[config.mk]
export PLATFORM = sky130hd
export DESIGN_NAME = modular_exponentiation_unit
export DESIGN_NICKNAME = d
export VERILOG_FILES = /design/src/design/mexp_pkg.sv /design/src/design/mexp_ctrl.sv /design/src/design/mexp_datapath.sv /design/src/design/modular_exponentiation_unit.sv
export VERILOG_INCLUDE_DIRS = /design/src /design/src/design
export SDC_FILE = /design/constraint.sdc
export NUM_CORES = 2
export LEC_CHECK = 0
export BUFFER_PORTS_ARGS = -buffer_cell sky130_fd_sc_hd__buf_2
export CAP_MARGIN = 10
export CORE_UTILIZATION = 40
export CTS_CLUSTER_SIZE = 40
export DETAILED_ROUTE_END_ITERATION = 12
export PLACE_DENSITY_LB_ADDON = 0.3
export SLEW_MARGIN = 0
export SYNTH_ARGS = -nofsm -noshare
export SYNTH_HDL_FRONTEND = slang
export SYNTH_SLANG_ARGS = --single-unit
[constraint.sdc]
create_clock -name clk_i -period 9.39 [get_ports clk_i]
set_input_delay 1.4085 -clock clk_i [delete_from_list [all_inputs] [get_ports clk_i]]
set_output_delay 1.4085 -clock clk_i [all_outputs]
set_load 0.005 [all_outputs]
[src/design/modular_exponentiation_unit_assert.svh]
// Assertion macros for the modular exponentiation unit.
`ifndef MODULAR_EXPONENTIATION_UNIT_ASSERT_SVH
`define MODULAR_EXPONENTIATION_UNIT_ASSERT_SVH
`ifndef NO_ASSERTIONS
`define MEU_ASSERT(label, clk, rst_n, prop) \
  label: assert property (@(posedge clk) disable iff (!rst_n) prop) \
    else $error("assertion failed");
`define MEU_ASSERT_NR(label, clk, prop) \
  label: assert property (@(posedge clk) prop) else $error("assertion failed");
`else
`define MEU_ASSERT(label, clk, rst_n, prop)
`define MEU_ASSERT_NR(label, clk, prop)
`endif
`endif

[src/design/mexp_pkg.sv]
`default_nettype none
package mexp_pkg;
  localparam int unsigned WordBits = 63;
  localparam int unsigned CntBits = $clog2(WordBits + 1);
  typedef logic [WordBits-1:0] word_t;
  typedef logic [CntBits-1:0] cnt_t;

  typedef enum logic [2:0] {
    ST_IDLE, ST_REDUCE, ST_CHECK, ST_MUL, ST_SQR, ST_DONE
  } state_e;

  // Controller to datapath.
  typedef struct packed {
    logic load;       // capture operands, start base reduction
    logic red_step;   // one restoring-division step on the base
    logic mm_init;    // clear the product register and bit counter
    logic mm_step;    // one shift-and-add step
    logic mm_sel_sq;  // 1: square the base, 0: multiply accumulator by base
    logic wr_acc;     // store product in accumulator
    logic wr_base;    // store product in base, shift exponent
    logic done;       // present the result
  } ctrl_t;

  // Datapath to controller.
  typedef struct packed {
    logic red_last;
    logic mm_last;
    logic exp_zero;
    logic exp_lsb;
    logic mod_zero;
  } stat_t;
endpackage
`default_nettype wire

[src/design/mexp_ctrl.sv]
`default_nettype none
module mexp_ctrl (
  input  logic            clk_i,
  input  logic            rst_ni,
  input  logic            start_i,
  input  mexp_pkg::stat_t stat_i,
  output mexp_pkg::ctrl_t ctrl_o,
  output logic            busy_o
);
  import mexp_pkg::*;

  state_e state_q, state_d;

  always_ff @(posedge clk_i or negedge rst_ni) begin
    if (!rst_ni) begin
      state_q <= ST_IDLE;
    end else begin
      state_q <= state_d;
    end
  end

  always_comb begin
    state_d = state_q;
    unique case (state_q)
      ST_IDLE:   if (start_i) state_d = ST_REDUCE;
      ST_REDUCE: if (stat_i.mod_zero) state_d = ST_DONE;
                 else if (stat_i.red_last) state_d = ST_CHECK;
      ST_CHECK: begin
        if (stat_i.exp_zero) state_d = ST_DONE;
        else if (stat_i.exp_lsb) state_d = ST_MUL;
        else state_d = ST_SQR;
      end
      ST_MUL:    if (stat_i.mm_last) state_d = ST_SQR;
      ST_SQR:    if (stat_i.mm_last) state_d = ST_CHECK;
      ST_DONE:   state_d = ST_IDLE;
      default:   state_d = ST_IDLE;
    endcase
  end

  always_comb begin
    ctrl_o = '0;
    busy_o = 1'b1;
    unique case (state_q)
      ST_IDLE: begin
        busy_o = 1'b0;
        ctrl_o.load = start_i;
      end
      ST_REDUCE: begin
        ctrl_o.red_step = 1'b1;
        ctrl_o.mm_init = 1'b1;
      end
      ST_CHECK: ctrl_o.mm_init = 1'b1;
      ST_MUL: begin
        ctrl_o.mm_step = 1'b1;
        ctrl_o.wr_acc = stat_i.mm_last;
      end
      ST_SQR: begin
        ctrl_o.mm_step = 1'b1;
        ctrl_o.mm_sel_sq = 1'b1;
        ctrl_o.wr_base = stat_i.mm_last;
        ctrl_o.mm_init = stat_i.mm_last;
      end
      ST_DONE: ctrl_o.done = 1'b1;
      default: ctrl_o = '0;
    endcase
  end
endmodule
`default_nettype wire

[src/design/mexp_datapath.sv]
`default_nettype none
module mexp_datapath (
  input  logic            clk_i,
  input  logic            rst_ni,
  input  mexp_pkg::ctrl_t ctrl_i,
  input  mexp_pkg::word_t modulus_i,
  input  mexp_pkg::word_t base_i,
  input  mexp_pkg::word_t exponent_i,
  output mexp_pkg::stat_t stat_o,
  output mexp_pkg::word_t power_mod_o,
  output logic            power_mod_valid_o
);
  import mexp_pkg::*;

  word_t mod_q, base_q, exp_q, acc_q, prod_q, rem_q, quo_q;
  cnt_t  cnt_q;
  logic  valid_q;
  word_t out_q;

  // Restoring division of the base: quo_q shifts out base bits, rem_q builds remainder.
  logic [WordBits:0] rem_sh, rem_sub;
  // Modular multiply: prod = 2*prod (+ a) mod m, MSB first over b.
  logic [WordBits:0] dbl, dbl_sub, add, add_sub;
  word_t dbl_r, mul_a, mul_b, add_r;
  logic  mul_bit;
  cnt_t  bit_idx;

  always_comb begin
    rem_sh  = {rem_q, quo_q[WordBits-1]};
    rem_sub = rem_sh - {1'b0, mod_q};
    mul_a   = ctrl_i.mm_sel_sq ? base_q : acc_q;
    mul_b   = base_q;
    bit_idx = cnt_t'(WordBits - 1) - cnt_q;
    mul_bit = mul_b[bit_idx[$clog2(WordBits)-1:0]];
    dbl     = {prod_q, 1'b0};
    dbl_sub = dbl - {1'b0, mod_q};
    dbl_r   = dbl_sub[WordBits] ? dbl[WordBits-1:0] : dbl_sub[WordBits-1:0];
    add     = {1'b0, dbl_r} + {1'b0, mul_a};
    add_sub = add - {1'b0, mod_q};
    add_r   = mul_bit ? (add_sub[WordBits] ? add[WordBits-1:0] : add_sub[WordBits-1:0])
                      : dbl_r;
  end

  always_ff @(posedge clk_i) begin
    if (ctrl_i.load) begin
      mod_q <= modulus_i;
      quo_q <= base_i;
      exp_q <= exponent_i;
      rem_q <= '0;
      acc_q <= (modulus_i == word_t'(1)) ? '0 : word_t'(1);
    end
    if (ctrl_i.red_step) begin
      quo_q <= {quo_q[WordBits-2:0], 1'b0};
      rem_q <= rem_sub[WordBits] ? rem_sh[WordBits-1:0] : rem_sub[WordBits-1:0];
    end
    if (ctrl_i.red_step && stat_o.red_last) begin
      base_q <= rem_sub[WordBits] ? rem_sh[WordBits-1:0] : rem_sub[WordBits-1:0];
    end
    if (ctrl_i.wr_acc) acc_q <= add_r;
    if (ctrl_i.wr_base) begin
      base_q <= add_r;
      exp_q  <= exp_q >> 1;
    end
    if (ctrl_i.wr_acc || ctrl_i.wr_base || (ctrl_i.mm_init && !ctrl_i.mm_step)) begin
      prod_q <= '0;
    end else if (ctrl_i.mm_step) begin
      prod_q <= add_r;
    end
    if (ctrl_i.done) out_q <= (mod_q == '0) ? '0 : acc_q;
  end

  always_ff @(posedge clk_i or negedge rst_ni) begin
    if (!rst_ni) begin
      cnt_q   <= '0;
      valid_q <= 1'b0;
    end else begin
      valid_q <= ctrl_i.done;
      if (ctrl_i.load || (ctrl_i.mm_init && !ctrl_i.red_step && !ctrl_i.mm_step)
          || ctrl_i.wr_acc || ctrl_i.wr_base) begin
        cnt_q <= '0;
      end else if (ctrl_i.red_step || ctrl_i.mm_step) begin
        cnt_q <= cnt_q + cnt_t'(1);
      end
    end
  end

  always_comb begin
    stat_o.red_last = (cnt_q == cnt_t'(WordBits - 1));
    stat_o.mm_last  = (cnt_q == cnt_t'(WordBits - 1));
    stat_o.exp_zero = (exp_q == '0);
    stat_o.exp_lsb  = exp_q[0];
    stat_o.mod_zero = (mod_q == '0);
  end

  assign power_mod_o       = out_q;
  assign power_mod_valid_o = valid_q;
endmodule
`default_nettype wire

[src/design/modular_exponentiation_unit.sv]
// Modular exponentiation unit: power_mod = base ^ exponent mod modulus.
// Usage: write the modulus through the configuration channel
// (cfg_valid_i/cfg_ready_o, data cfg_modulus_i) while the unit is idle.
// The channel is always ready. After reset the modulus is 1.
// A request is accepted at a rising edge with start high and busy low;
// the base and exponent are captured at that edge. busy stays high until
// the result has been presented.
// power_mod_o holds the result; power_mod_valid_o flags it for exactly one
// cycle. The receiver cannot stall; it must take it then.
// Operation: the base is first reduced modulo the modulus by a bit-serial
// restoring division. Then for each exponent bit up to the highest set one,
// a check state is followed by a bit-serial modular multiply into the
// accumulator when the bit is set, and by a bit-serial modular square of the
// base. Both run on the shared shift-and-add multiplier. One request is in
// flight at a time.
// A modulus of zero ends the division early and gives a result of zero; the
// controller goes from REDUCE straight to DONE.
// Reset clears the controller and sets the modulus to 1; operands need none.
`default_nettype none
`include "modular_exponentiation_unit_assert.svh"
module modular_exponentiation_unit (
  input  logic                 clk_i,
  input  logic                 rst_ni,
  input  logic                 start,
  output logic                 busy,
  input  mexp_pkg::word_t      base_i,
  input  mexp_pkg::word_t      exponent_i,
  input  logic                 cfg_valid_i,
  output logic                 cfg_ready_o,
  input  mexp_pkg::word_t      cfg_modulus_i,
  output mexp_pkg::word_t      power_mod_o,
  output logic                 power_mod_valid_o
);
  import mexp_pkg::*;

  word_t modulus_q;
  ctrl_t ctrl;
  stat_t stat;

  assign cfg_ready_o = 1'b1;

  // The modulus register resets to one.
  always_ff @(posedge clk_i or negedge rst_ni) begin
    if (!rst_ni) begin
      modulus_q <= word_t'(1);
    end else if (cfg_valid_i && cfg_ready_o) begin
      modulus_q <= cfg_modulus_i;
    end
  end

  mexp_ctrl u_ctrl (
    .clk_i  (clk_i),
    .rst_ni (rst_ni),
    .start_i(start),
    .stat_i (stat),
    .ctrl_o (ctrl),
    .busy_o (busy)
  );

  mexp_datapath u_dp (
    .clk_i            (clk_i),
    .rst_ni           (rst_ni),
    .ctrl_i           (ctrl),
    .modulus_i        (modulus_q),
    .base_i           (base_i),
    .exponent_i       (exponent_i),
    .stat_o           (stat),
    .power_mod_o      (power_mod_o),
    .power_mod_valid_o(power_mod_valid_o)
  );

  // A result is only flagged at the end of a busy period.
  `MEU_ASSERT(a_valid_busy, clk_i, rst_ni, power_mod_valid_o |-> $past(busy))
  // A result is a single-cycle strobe.
  `MEU_ASSERT(a_valid_pulse, clk_i, rst_ni, power_mod_valid_o |=> !power_mod_valid_o)
  // An accepted request makes the unit busy in the next cycle.
  `MEU_ASSERT(a_start_busy, clk_i, rst_ni, (start && !busy) |=> busy)
endmodule
`default_nettype wire

==> impl_metrics.json <==
{
  "status": "finished clean",
  "final_util_pct": 49.4,
  "syn_to_final_growth_pct": 22.3,
  "vias": 38600,
  "start_util_pct": 40.4,
  "numClockSinks": 577,
  "grt_pass1_wl_mm": 233,
  "timing.final.hold_violations": 0,
  "final_cell_mix": "nand2_1, buf_4, edfxtp_1, a21oi_1, nor2_1",
  "crit_fanout": 11,
  "synth-main-ff-cell": "edfxtp_1",
  "cts_tree": "done",
  "grt_antenna_before_repair": 4,
  "ir_drop_mv": 0.195,
  "critPathArrivalTime_ps": 9560,
  "netlist.area_leader.share_pct": 31.5,
  "rows": 118,
  "avgSynthCellArea_sq_um": 9.19,
  "synth_fp_nets": 4998,
  "worst_pin_slew_ps": 1210,
  "clkTransAtPathRegs_ps": 70,
  "final_common_cell": "nand2_1",
  "fin_skew_ps": 28.7,
  "final_nets": 5656,
  "async_reset_ff_share_pct": 12.7,
  "rsz0062_at_grt": "true",
  "clockBufferDepth": 3,
  "die_height_microns": 325,
  "io_pins": 259,
  "fin_crit_sh_pct": 97.4,
  "grt.overflow.total": 0,
  "crit_slowest_cell": "or4_4",
  "timing.fmax_mhz": 109,
  "gp_congestion": 1.03,
  "worstPathRequired_ps": 9800,
  "syn_inst": 4548,
  "pre_cts_slack_ps": -239,
  "grt_max_degree": 78,
  "cp-end-kind": "register",
  "ant_nets": 0,
  "synth_edf_count": 439,
  "crit_path_max_incr_delay_ps": 560,
  "io_buffer_count": 257,
  "synth_seq_cells": 577,
  "groute.usage.overall_pct": 29.2,
  "period_minus_slack_ps": 9150,
  "core_sq_um": 103000,
  "yosys.area.top_type": "edfxtp_1",
  "startpoint_type": "register",
  "clk_latency_ps": 670,
  "setup_ws_ps": 241,
  "dieArea_sq_um": 106000,
  "cap_violations": 0,
  "leakagePower_nw": 22.1,
  "synth_warnings": 0,
  "cts_buffers": 70,
  "avgViaCountPerCell": 5.81,
  "synth_area_sq_um": 41800,
  "tns_ps": 0,
  "critPathKind": "register to register",
  "ys_seq_area_share_pct": 39.0,
  "avgRoutedWirePerCell_microns": 23.9,
  "grt_pass1_vias": 36400,
  "synth_cell_type_count": 105,
  "fp.dieW_microns": 325,
  "pwr_density_cell_nw_per_um2": 115,
  "setup_viol": 0,
  "max_slew_margin_pct": 19.4,
  "drc": 0,
  "hpwlAfterDp_mm": 126,
  "antenna_cells": 0,
  "synth_area_leaders": "edfxtp_1, ha_1, nand2_1",
  "drtIter0Drc": 4478,
  "htreeDepth": 3,
  "wirelength_mm": 158,
  "drive_above_1_share_pct": 23.0,
  "ctsRootBufferMaster": "clkbuf_16",
  "final_max_slew_viol_count": 0,
  "first_pass_iters": 6,
  "hp-class": "register to register"
}
==> layer usage <==
metal  GRT usage, %  part of all wire [%]  vias up
li1               -                     -    18000
met1           43.6                    45    18600
met2           40.3                    40     1864
met3           8.51                    12      166
met4           8.12                   2.6        6
met5              0                 0.018        -
==> Yosys cell counts (29+ instances only) <==
master,number
dfrtp_1,72
o211ai_1,33
nand3_1,52
nor2_1,328
o31ai_1,29
nor3_1,59
o21a_1,42
mux2i_1,181
nor4_1,62
a21oi_1,345
a31oi_1,29
a21o_1,111
inv_1,171
and2_1,41
mux2_2,123
o21bai_1,47
nand2_1,734
dfxtp_1,65
o22ai_1,52
xor2_1,102
ha_1,253
a22o_1,64
buf_2,47
edfxtp_1,439
nand2b_1,31
nand4_1,88
o21ai_0,209
nor2b_1,90
clkbuf_1,152
xnor2_1,129
a211oi_1,35
==> worst max-delay path, delay by kind of cell (launching register included) <==
family	cells	cell delay, ps
AO/OA/AOI/OAI	15	3090
AND/OR/NAND/NOR	6	1570
buffers and inverters	7	940
flip-flops	1	430
adder cells (fa/ha/maj)	3	1030
multiplexers	5	1320
XOR/XNOR	1	500
==> per-stage QoR <==
stage	hold WS [ps]	instances	total power, W	cell area, sq um
finish	470	6644	0.00586	51100
global route	484	6644	0.00601	51100
CTS	470	6624	0.00590	50600
detailed placement	459	6493	0.00294	48100
global placement	452	6493	0.00294	48100
floorplan	436	4548	0.00287	41800
==> path summary, 6_finish.rpt <==
check / start / to / slack (ps) / depth (start not counted)
min reg2reg: modulus_q[32] / u_dp.mod_q[32] / 470 / 0
min in group asynchronous: rst_ni / modulus_q[16] / 660 / 1
min: modulus_q[32] / u_dp.mod_q[32] / 470 / 0
max: u_dp.mod_q[48] / u_dp.base_q[13] / 240 / 37
max reg2reg: u_dp.mod_q[48] / u_dp.base_q[13] / 240 / 37
max in group asynchronous: rst_ni / u_dp.cnt_q[2] / 7650 / 2
==> where the power goes <==
| group | internal (W) | switching [W] |
|---|---|---|
| registers | 0.00275 | 0.0000284 |
| logic | 0.0000597 | 0.0000423 |
| clock network | 0.00175 | 0.00123 |
| total | 0.00456 | 0.00130 |
==> sequential cells by signal (all words and copies together), names as in the netlist <==
register                flops
u_dp.power_mod_o           63
u_dp.prod_q                63
u_ctrl.state_q              3
modulus_q                  63
u_dp.power_mod_valid_o      1
u_dp.acc_q                 63
u_dp.rem_q                 63
u_dp.quo_q                 63
u_dp.exp_q                 63
u_dp.cnt_q                  6
u_dp.mod_q                 63
u_dp.base_q                63
==> logic make-up (layout without fill, tap and decap cells) <==
kind of cell	after synthesis	after routing	synth area share (%)
buffers and inverters	399	1115	3.89
other	1	1	0.00897
and+or+nand+nor	1586	1586	17.4
xor gates and xnor gates	231	231	4.84
muxes	326	326	8.75
adders and majority gates	257	257	7.77
DFF	577	577	39.0
AOI/OAI and AO/OA	1171	1171	18.3
==> area by class of cell <==
| cell class | count | area [sq um] |
|---|---|---|
| tap | 1380 | 1730 |
| fill | 9744 | 52400 |
| sequential | 577 | 16300 |
| clock inverter | 44 | 628 |
| timing repair buffer | 814 | 5620 |
| multi-input combinational | 3572 | 24300 |
| inverter | 171 | 644 |
| clock buffer | 86 | 1860 |
==> timing repair <==
item,4_1_cts,5_1_grt
hold buffers,0,0
setup endpoints to repair,159,189
resized for setup,4,79
pin swaps,0,30
gates cloned,0,1
setup buffers,1,19
Power figures use the tool's default switching activity.
